`src/assert_macros.svh`:
```
// Assertion helpers used by the normal engine RTL.
// No dependencies; included by modules that carry checks.
`ifndef ASSERT_MACROS_SVH
`define ASSERT_MACROS_SVH

// Same-cycle implication, off during reset.
`define TFN_ASSERT(lbl, clk, rstn, prop) \
  lbl: assert property (@(posedge clk) disable iff (!rstn) prop) \
    else $error("tfn check failed");

// Next-cycle implication, off during reset.
`define TFN_ASSERT_NEXT(lbl, clk, rstn, ante, cons) \
  lbl: assert property (@(posedge clk) disable iff (!rstn) (ante) |=> (cons)) \
    else $error("tfn check failed");

`endif

```
`src/tfn_pkg.sv`:
```
// Shared types and constants of the face normal engine.
// No dependencies.
package tfn_pkg;

  // normalized magnitude width: top bit lands at bit 30
  localparam int NORM_BITS   = 31;
  localparam int SQRT_STEPS  = 32;
  localparam int QUEUE_DEPTH = 4;
  localparam int OUT_WIDTH   = 16;

  typedef struct packed {
    logic [2:0] neg;
    logic       deg;
  } side_t;

  function automatic int edge_shift(input int cw);
    return (cw > 30) ? cw - 30 : 0;
  endfunction

  function automatic int edge_width(input int cw);
    return cw + 1 - edge_shift(cw);
  endfunction

  // width of one signed cross product component
  function automatic int cross_width(input int cw);
    return 2 * edge_width(cw) + 1;
  endfunction

endpackage

```
`src/tfn_queue.sv`:
```
// Short queue between front and back end, flip-flop storage.
// Depends on tfn_pkg and assert_macros.svh.
`include "assert_macros.svh"
module tfn_queue import tfn_pkg::*; #(
  parameter int DW = 8
) (
  input  logic          clk_i,
  input  logic          rst_ni,
  input  logic          push_i,
  input  logic [DW-1:0] data_i,
  input  logic          pop_i,
  output logic [DW-1:0] data_o,
  output logic          full_o,
  output logic          empty_o
);

  localparam int PTRW = $clog2(QUEUE_DEPTH);
  localparam int CNTW = $clog2(QUEUE_DEPTH + 1);

  logic [DW-1:0]   mem_q [QUEUE_DEPTH];
  logic [PTRW-1:0] wr_q, rd_q;
  logic [CNTW-1:0] count_q;

  assign full_o  = (count_q == CNTW'(QUEUE_DEPTH));
  assign empty_o = (count_q == '0);
  assign data_o  = mem_q[rd_q];

  always_ff @(posedge clk_i or negedge rst_ni) begin
    if (!rst_ni) begin
      wr_q    <= '0;
      rd_q    <= '0;
      count_q <= '0;
    end else begin
      if (push_i) wr_q <= wr_q + PTRW'(1);
      if (pop_i)  rd_q <= rd_q + PTRW'(1);
      if (push_i && !pop_i)      count_q <= count_q + CNTW'(1);
      else if (pop_i && !push_i) count_q <= count_q - CNTW'(1);
    end
  end

  always_ff @(posedge clk_i) begin
    if (push_i) mem_q[wr_q] <= data_i;
  end

  `TFN_ASSERT(a_no_overflow, clk_i, rst_ni, push_i |-> (!full_o || pop_i))
  `TFN_ASSERT(a_no_underflow, clk_i, rst_ni, pop_i |-> !empty_o)
  `TFN_ASSERT(a_count_max, clk_i, rst_ni, count_q <= CNTW'(QUEUE_DEPTH))
  `TFN_ASSERT_NEXT(a_count_grow, clk_i, rst_ni, push_i && !pop_i,
                   count_q == $past(count_q) + CNTW'(1))

endmodule

```
`config.mk`:
```
export PLATFORM = sky130hd
export DESIGN_NAME = tfn_queue
export DESIGN_NICKNAME = d
export VERILOG_FILES = /design/src/tfn_pkg.sv /design/src/tfn_queue.sv
export VERILOG_INCLUDE_DIRS = /design/src /design/src/src
export SDC_FILE = /design/constraint.sdc
export NUM_CORES = 1
export LEC_CHECK = 0
export ABC_CLOCK_PERIOD_IN_PS = 2900
export BUFFER_PORTS_ARGS = -buffer_cell sky130_fd_sc_hd__buf_2
export CORE_AREA = 2 2 57 59
export CTS_BUF_LIST = sky130_fd_sc_hd__clkbuf_8
export CTS_CLUSTER_DIAMETER = 50
export CTS_CLUSTER_SIZE = 8
export DETAILED_ROUTE_END_ITERATION = 10
export DIE_AREA = 0 0 59 61
export PLACE_DENSITY = 0.74
export SLEW_MARGIN = 20
export SYNTH_ARGS = -nofsm -noshare
export SYNTH_HDL_FRONTEND = slang
export SYNTH_SLANG_ARGS = --single-unit
```
`constraint.sdc`:
```
create_clock -name clk_i -period 2.9 [get_ports clk_i]
set_input_delay 0.29 -clock clk_i [delete_from_list [all_inputs] [get_ports clk_i]]
set_output_delay 0.29 -clock clk_i [all_outputs]
set_load 0.05 [all_outputs]
```
==> results of run 1 <==
layout make-up:
cell class                      instances  area share (%)
Sequential cell                        39            63.3
Clock buffer                            5            3.83
Inverter                                4           0.836
Multi-Input combinational cell         31            21.2
Tap cell                               33            2.30
Timing Repair Buffer                   22            6.41
Clock inverter                          3            2.16
stage by stage:
| stage | power [mW] | std cells |
|---|---|---|
| final | 2.01 | 137 |
| after global routing | 2.12 | 137 |
| after CTS | 2.04 | 137 |
| after detailed placement | 1.61 | 128 |
| after global placement | 1.58 | 128 |
| after floorplan | 1.46 | 76 |
layout by cell type (no fill, tap or decap):
master and n:
nor2_1 1, mux4_2 8, xnor2_1 2, nor3b_1 1, clkinv_1 1, xor2_1 4
bufinv_16 1, fa_1 1, dlygate4sd3_1 1, buf_2 21, clkinv_2 1, edfxtp_1 32
dfrtp_1 7, and2_1 4, ha_1 5, o21ai_0 1, nor3_1 1, clkbuf_8 5
inv_1 4, nand2_1 2, mux2_2 1
power by group through the flow:
stage          Clock [mW]  Combinational, mW  Sequential, mW
6_report            0.431              0.706           0.873
5_1_grt             0.462              0.756           0.899
4_1_cts             0.440              0.717           0.880
3_5_place_dp            0              0.718           0.890
3_3_place_gp            0              0.700           0.879
2_1_floorplan           0              0.650           0.809
cell families (layout without fill, tap and decap cells):
family | Yosys count | after routing | share of synthesized area [%]
adders and majority gates | 6 | 6 | 5.34
and+or+nand+nor | 9 | 9 | 3.15
AOI/OAI and AO/OA | 1 | 1 | 0.323
xor gates and xnor gates | 6 | 6 | 3.40
DFF | 39 | 39 | 73.4
muxes | 9 | 9 | 12.4
buffers and inverters | 6 | 34 | 2.02
registers in the layout (all words and copies together), names as in the netlist:
register,cells
rd_q,2
count_q,3
mem_q,32
wr_q,2
critical path, stage by stage, from the launching register on:
cell and delay (ns):
dfrtp_1 0.73, mux4_2 0.58, buf_2 0.23
per-layer routing:
| metal | part of all wire, % | GRT usage (%) | vias to the layer above |
|---|---|---|---|
| li1 | - | - | 341 |
| met1 | 41 | 16.6 | 367 |
| met2 | 52 | 25.1 | 17 |
| met3 | 3.8 | 4.05 | 7 |
| met4 | 2.9 | 9.74 | 0 |
| met5 | 0 | 0 | - |
worst paths after layout:
path	endpoint	slack, ns	depth (start not counted)
setup / recovery	data_o[0]	0.78	2
setup reg to reg	mem_q[0][6]	1.45	3
hold reg to reg	count_q[2]	0.49	1
hold / removal	mem_q[0][4]	0.21	1
min in group asynchronous	count_q[2]	0.36	2
max in group asynchronous	wr_q[0]	2.38	2
==> out/results.tsv, run 1 <==
stage	metric	value	unit
clock_network	clock_path_buffers	2	
layout	multi_input_area	380	µm²
synthesis	avgSynthCellArea	20.4	µm²
clock_network	cts_setup_buffers	0	
pwr	combPwrFrac	35.1	%
synthesis	synth_edf_count	32	
place	dpl_worst_slack	1.05	ns
floorplan	chipHeight	61	µm
synthesis	synth-seq-cells	39	
pwr	clkPwrFrac	21.4	%
routing	drt_iter0_markers	5	
floorplan	rows	20	
timing	max_freq	0.473	GHz
worst_setup_path	r2r_start	wr_q[0]	
global_routing	grt_pass1_vias	788	
worst_setup_path	start_kind	flop	
synthesis	synth_most_common_cell	edfxtp_1	
synthesis	ys_warn_count	0	
timing	clock_skew	0.00168	ns
global_routing	grt_util_all_layers	14.9	%
place	hpwlAfterDp	1520	µm
layout	drive_gt1_share	35.6	%
timing	relSlewSlack	59.6	%
clock_network	clkTransAtPathRegs	0.07	ns
clock_network	cts_sinks	39	
worst_setup_path	crit_type	reg2out	
timing	setup_viol	0	
layout	nFillCells	237	
worst_setup_path	end_kind	output port	
routing	vias	732	
synthesis	synth_cells	76	
routing	first_pass_iters	4	
timing	worstMarginPinSlew	0.607	ns
routing	routedWlPerCell	16.7	µm
floorplan	die-area	0.00360	mm²
pwr	swShare	37.8	%
layout	final_area	0.00180	mm²
place	portBuffers	21	
clock_network	post_cts_resized	0	
pwr	switching_power	0.759	mW
routing	wl	2290	µm
worst_setup_path	required	2.61	ns
timing	finalHoldViolCount	0	
layout	utilization	60.8	%
layout	diodes	0	
timing	min_period_over_period	72.9	%
synthesis	ys.flop_type	edfxtp_1	
global_routing	overflow	0	
timing	finalWorstSetupSlack	0.785	ns
pwr	peakVddDrop	526	µV
worst_setup_path	crit_start	rd_q[0]	
min_path	hold_path_class	in2reg	
timing	maxSlewViolCount	0	
job	cap_violations	0	
synthesis	ys_seq_area_share	73.4	%
clock_network	hold_buffers	1	
synthesis	async_reset_ff_share	17.9	%
pwr	p_int	1.25	mW
floorplan	fp.dieW	59	µm
clock_network	clock_latency	0.29	ns
min_path	hp-start	data_i[4]	
pwr	p_per_area	1120	mW/mm²
synthesis	synth.top_cell.area_share	62.1	%
synthesis	synthTopCellsByArea	edfxtp_1, mux4_2, dfrtp_1, ha_1, xor2_1	
timing	finalHoldWorstSlack	0.214	ns
routing	ant_nets	0	
synthesis	synthesis.nets	94	
clock_network	cts_tree	yes	
routing	drc	0	
layout	seqCellArea	0.00114	mm²
global_routing	antenna_found_initial	0	
pwr	seq_power_share	43.4	%
place	gp_congestion	0.632	
place	placedInstanceArea	0.00168	mm²
synthesis	ys_types	17	
clock_network	cts_root_buffer	clkbuf_8	
floorplan	core	0.00295	mm²
layout	area_delta_synth_final	16.0	%
worst_setup_path	cp.arrival	1.83	ns
global_routing	grt_pass1_wl	3570	µm
floorplan	io_pins	22	
synthesis	syn_area	0.00155	mm²
routing	drt-vias-per-instance	5.34	
status	status	completed	
clock_network	cts.htree.levels	2	
clock_network	cts_made_buffers	5	
pwr	p_leak	0.683	nW
timing	finalCriticalPeriod	2.12	ns
synthesis	netlist_top_cells_count	edfxtp_1, mux4_2, dfrtp_1	
synthesis	yosys.area.top_type	edfxtp_1	
layout	nets	121	
timing	rsz0062_at_grt	false	
floorplan	initial_core_util	52.4	%
global_routing	grt_max_degree	13	
worst_setup_path	cp_max_fo	10	
timing	setup_tns	0	ns
Note: power is estimated with default switching activity, not from simulation.
==> run 2, diff against run 1 <==
ABC_CLOCK_PERIOD_IN_PS = 2050   (was 2900)
clock period = 2.05 ns   (was 2.9 ns; I/O delays follow)
==> run 2 against run 1 <==
Non-clock buffer count is 1 higher. Sequential cell count stayed put. First-iteration DRC count is 100% higher. Critical path depth is 1 higher. Core utilization is 0.42 points higher. Clock skew is 0.0070 ns higher. Worst hold slack worse by 0.095 ns.
==> out/results.tsv, run 2 (synthesis results as in run 1) <==
stage	metric	value	unit	change
clock_network	cts_tree	yes		
worst_setup_path	crit_type	reg2out		
timing	min_period_over_period	89.7	%	
global_routing	grt_util_all_layers	15.6	%	+0.75 points
min_path	hold_path_class	in2reg		
timing	finalCriticalPeriod	1.84	ns	
clock_network	cts_made_buffers	5		unchanged
worst_setup_path	r2r_slack	0.64	ns	-0.81 ns
job	cap_violations	0		unchanged
clock_network	clock_latency	0.30	ns	about the same
timing	setup_tns	0	ns	unchanged
layout	layout_commonest_cell	edfxtp_1		
place	portBuffers	21		unchanged
floorplan	io_pins	22		unchanged
floorplan	die-area	0.00360	mm²	unchanged
worst_setup_path	start_kind	flop		
clock_network	clock_path_buffers	2		unchanged
worst_setup_path	cp.arrival	1.63	ns	-0.20 ns
worst_setup_path	required	1.85	ns	-0.76 ns
layout	area_delta_synth_final	16.8	%	
timing	clock_skew	0.00870	ns	+0.00702 ns
global_routing	grt_pass1_vias	771		-2.2%
layout	diodes	0		unchanged
floorplan	rows	20		unchanged
clock_network	cts_root_buffer	clkbuf_8		
timing	setup_viol	0		unchanged
status	status	completed		
routing	drt_iter0_markers	10		+5
clock_network	cts.htree.levels	2		unchanged
routing	vias	732		unchanged
place	hpwlAfterDp	1570	µm	+2.8%
floorplan	initial_core_util	52.4	%	unchanged
layout	nets	122		+0.83%
layout	multi_input_area	380	µm²	unchanged
routing	drt-vias-per-instance	5.30		-0.72%
routing	first_pass_iters	3		-1
layout	seqCellArea	0.00114	mm²	unchanged
layout	drive_gt1_share	37.1	%	+1.6 points
clock_network	cts_setup_buffers	0		unchanged
layout	largest_register_ffs	32		unchanged
floorplan	core	0.00295	mm²	unchanged
clock_network	clkTransAtPathRegs	0.08	ns	about the same
timing	finalHoldViolCount	0		unchanged
timing	rsz0062_at_grt	false		
timing	worstMarginPinSlew	0.440	ns	-0.167 ns
timing	finalHoldWorstSlack	0.118	ns	-0.0955 ns
floorplan	fp.dieW	59	µm	unchanged
layout	regMostFlops	mem_q		
routing	drc	0		unchanged
global_routing	overflow	0		unchanged
timing	max_freq	0.544	GHz	
clock_network	cts_sinks	39		unchanged
pwr	p_leak	0.690	nW	+1.1%
worst_setup_path	cp_max_fo	8		-2
timing	relSlewSlack	70.7	%	+11 points
pwr	peakVddDrop	631	µV	+20%
floorplan	chipHeight	61	µm	unchanged
global_routing	grt_max_degree	14		+1
layout	nFillCells	228		-3.8%
global_routing	antenna_found_initial	0		unchanged
layout	final_cell_mix	edfxtp_1, buf_2, mux4_2		
routing	routedWlPerCell	16.4	µm	-2.1%
layout	reg_top3	mem_q x32, count_q x3		
worst_setup_path	end_kind	output port		
pwr	p_per_area	1590	mW/mm²	+42%
global_routing	grt_pass1_wl	3700	µm	+3.5%
routing	ant_nets	0		unchanged
routing	wl	2260	µm	-1.4%
timing	maxSlewViolCount	0		unchanged
place	gp_congestion	0.632		about the same
[run 2: cell types whose count changed in the layout (fill, tap and decap cells not counted)]
| cell | change |
|---|---|
| clkinv_1 | -1 |
| buf_4 | +1 |
| clkinv_4 | +1 |
[run 2: layout make-up]
type | instances | area share (%)
Clock buffer | 5 | 3.81
Clock inverter | 3 | 2.42
Inverter | 4 | 0.830
Multi-Input combinational cell | 31 | 21.0
Sequential cell | 39 | 62.8
Tap cell | 33 | 2.28
Timing Repair Buffer | 23 | 6.78
[run 2: power breakdown]
part,switching (mW),internal [mW]
Combinational,0.693,0.364
Sequential,0.129,1.06
Clock,0.271,0.362
[run 2: through the flow]
| step | setup WS (ns) | utilization, % | cell area [µm²] | power (mW) | instances |
|---|---|---|---|---|---|
| 4_1_cts | 0.180 | 61.2 | 1810 | 2.92 | 138 |
| 5_1_grt | 0.114 | 61.2 | 1810 | 3.05 | 138 |
| 3_3_place_gp | 0.514 | 57.1 | 1690 | 2.25 | 129 |
| 3_5_place_dp | 0.506 | 57.1 | 1690 | 2.29 | 129 |
| 6_report | 0.212 | 61.2 | 1810 | 2.88 | 138 |
| 2_1_floorplan | 0.246 | - | 1550 | 2.06 | 76 |
[run 2: path summary, 6_finish.rpt]
kind                       startpoint          end  cells past startpoint
max in group asynchronous      rst_ni      wr_q[1]                      2
min                         data_i[4]  mem_q[0][4]                      1
max reg2reg                   wr_q[0]  mem_q[0][7]                      3
min in group asynchronous      rst_ni   count_q[2]                      2
max                           rd_q[0]    data_o[6]                      3
min reg2reg                   rd_q[0]      rd_q[0]                      1
[run 2: critical path, cell delays in order, from the launching register on]
cell and delay, ns:
dfrtp_1 0.38, buf_4 0.22, mux4_2 0.51, buf_2 0.22
[run 2: repair_timing]
item	CTS	global route
gates resized for setup	0	0
hold buffers	1	0
endpoints found under the hold margin	7	0
[run 2: per-layer routing]
metal	vias up	track usage (%)	routed length, µm
met4	0	7.79	44
met5	-	0	0
met3	5	7.46	137
li1	341	-	-
met2	20	24.9	1170
met1	366	17.7	911
==> run 3, diff against run 2 <==
PLACE_DENSITY = 0.84   (was 0.74)
==> run 3 against run 2 <==
Global-route usage is 0.26 points higher. Sequential share of layout area is 0.17 points higher. Core utilization is 0.17 points lower. Total power is 1.2% lower. Via count stayed put. Critical path depth stayed put. Critical path type unchanged. Setup slack worse by 0.069 ns. Sequential power hardly changed. Non-clock buffer count stayed put. Combinational power hardly changed. Clock-buffer cell count stayed put. Largest power group unchanged.
==> out/results.tsv, run 3 (synthesis results as in run 1) <==
stage	metric	value	unit	change
worst_setup_path	end_kind	output port		
floorplan	core	0.00295	mm²	unchanged
timing	min_period_over_period	93.0	%	+3.4 points
floorplan	rows	20		unchanged
place	placedInstanceArea	0.00169	mm²	unchanged
worst_setup_path	cp_max_fo	6		-2
layout	nets	122		unchanged
worst_setup_path	cp.depth	3		unchanged
timing	relSlewSlack	71.6	%	+0.91 points
global_routing	grt_pass1_wl	3820	µm	+3.2%
min_path	hp-start	data_i[3]		
status	status	completed		
worst_setup_path	r2r_slack	0.65	ns	about the same
routing	vias	732		unchanged
worst_setup_path	crit_family	multiplexers		
routing	drc	0		unchanged
timing	finalCriticalPeriod	1.91	ns	+0.0691 ns
timing	setup_viol	0		unchanged
layout	reg_top3	mem_q x32, count_q x3		
routing	drt_iter0_markers	19		+9
global_routing	met2_usage	28.6	%	+3.7 points
timing	finalHoldViolCount	0		unchanged
timing	rsz0062_at_grt	false		
global_routing	antenna_found_initial	0		unchanged
clock_network	cts_made_buffers	5		unchanged
worst_setup_path	r2r_end	mem_q[0][6]		
layout	regMostFlops	mem_q		
timing	maxSlewViolCount	0		unchanged
clock_network	cts_setup_buffers	0		unchanged
timing	clock_skew	0.00384	ns	-0.00486 ns
routing	wl	2280	µm	+1.0%
clock_network	clkTransAtPathRegs	0.07	ns	about the same
routing	ant_nets	0		unchanged
routing	drt-vias-per-instance	5.30		unchanged
global_routing	grt_util_all_layers	15.9	%	+0.26 points
floorplan	die-area	0.00360	mm²	unchanged
clock_network	clock_latency	0.28	ns	-0.02 ns
floorplan	chipHeight	61	µm	unchanged
clock_network	cts_root_buffer	clkbuf_8		
clock_network	cts.htree.levels	2		unchanged
global_routing	grt_max_degree	13		-1
worst_setup_path	crit_path_end	data_o[7]		
worst_setup_path	required	1.85	ns	about the same
layout	area_delta_synth_final	16.5	%	
global_routing	overflow	0		unchanged
timing	setup_tns	0	ns	unchanged
layout	final_cell_mix	edfxtp_1, buf_2, mux4_2		
routing	routedWlPerCell	16.6	µm	+1.0%
timing	finalHoldWorstSlack	0.133	ns	+0.0146 ns
clock_network	cts_tree	yes		
place	gp_congestion	0.682		+7.9%
pwr	p_per_area	1580	mW/mm²	-0.89%
clock_network	cts_sinks	39		unchanged
pwr	peakVddDrop	852	µV	+35%
worst_setup_path	cp.arrival	1.70	ns	+0.07 ns
floorplan	initial_core_util	52.4	%	unchanged
worst_setup_path	critPathSlowestCell	mux4_2		
worst_setup_path	slowest_delay	0.51	ns	about the same
global_routing	grt_pass1_vias	832		+7.9%
global_routing	use_met1	16.6	%	-1.1 points
pwr	power.total	2.85	mW	-1.2%
routing	first_pass_iters	4		+1
layout	utilization	61.1	%	-0.17 points
clock_network	clock_path_buffers	2		unchanged
worst_setup_path	r2r_start	wr_q[0]		
min_path	hold_path_class	in2reg		
worst_setup_path	cp_cell_sequence	buf_4 > mux4_2 > buf_2		
layout	largest_register_ffs	32		unchanged
place	portBuffers	21		unchanged
timing	worstMarginPinSlew	0.426	ns	-0.0137 ns
worst_setup_path	rr_worst_depth	3		unchanged
worst_setup_path	crit_start	rd_q[0]		
timing	max_freq	0.524	GHz	-3.6%
pwr	p_leak	0.687	nW	-0.37%
job	cap_violations	0		unchanged
worst_setup_path	cp_num_buf_inv	2		unchanged
layout	final_area	0.00180	mm²	-0.28%
floorplan	io_pins	22		unchanged
worst_setup_path	crit_type	reg2out		
global_routing	top_usage_layer	met2		
layout	layout_commonest_cell	edfxtp_1		
worst_setup_path	start_kind	flop		
layout	drive_gt1_share	36.2	%	-0.95 points
floorplan	fp.dieW	59	µm	unchanged
layout	diodes	0		unchanged
global_routing	use_met3	5.97	%	-1.5 points
==> run 3: cell counts in the layout (fill, tap and decap cells not counted) <==
Identical to the previous run, type by type.
==> run 3: worst reg2reg max path: stages (launching register included) <==
cell	delay [ns]
dfrtp_1	0.43
inv_1	0.10
ha_1	0.15
and2_1	0.38
==> run 3: how the worst min path moves through the flow <==
stage,cells past startpoint,to
6_report,1,mem_q[1][3]
5_1_grt,1,mem_q[2][5]
4_1_cts,1,mem_q[0][3]
3_5_place_dp,1,count_q[1]
3_3_place_gp,1,count_q[2]
2_1_floorplan,0,count_q[0]
==> run 3: timing repair <==
action / 4_1_cts / 5_1_grt
endpoints found under the hold margin: 7 / 0
setup endpoints to repair: 0 / 0
resized for setup: 0 / 0
hold buffers: 1 / 0
==> run 3: through the flow <==
step                setup slack (ns)  instances
floorplan                      0.246         76
global placement               0.453        129
detailed placement             0.421        129
CTS                            0.104        138
global route                  0.0438        138
finish                         0.143        138
==> run 3: cell type report <==
cell class                      instances  area (µm²)
Fill cell                             221        1150
Sequential cell                        39        1140
Timing Repair Buffer                   23         123
Clock inverter                          3        38.8
Inverter                                4        15.0
Multi-Input combinational cell         31         380
Clock buffer                            5        68.8
Tap cell                               33        41.3
==> run 3: metal layers <==
layer | routed length, µm | share of wire, %
met5 | 0 | 0
met4 | 10 | 0.44
met3 | 118 | 5.2
met2 | 1240 | 54
met1 | 914 | 40
==> run 3: where the power goes <==
part           total (mW)  internal, mW  switching [mW]
Sequential           1.20          1.06           0.139
Combinational        1.05         0.365           0.687
Clock               0.595         0.356           0.239
Total                2.85          1.78            1.06
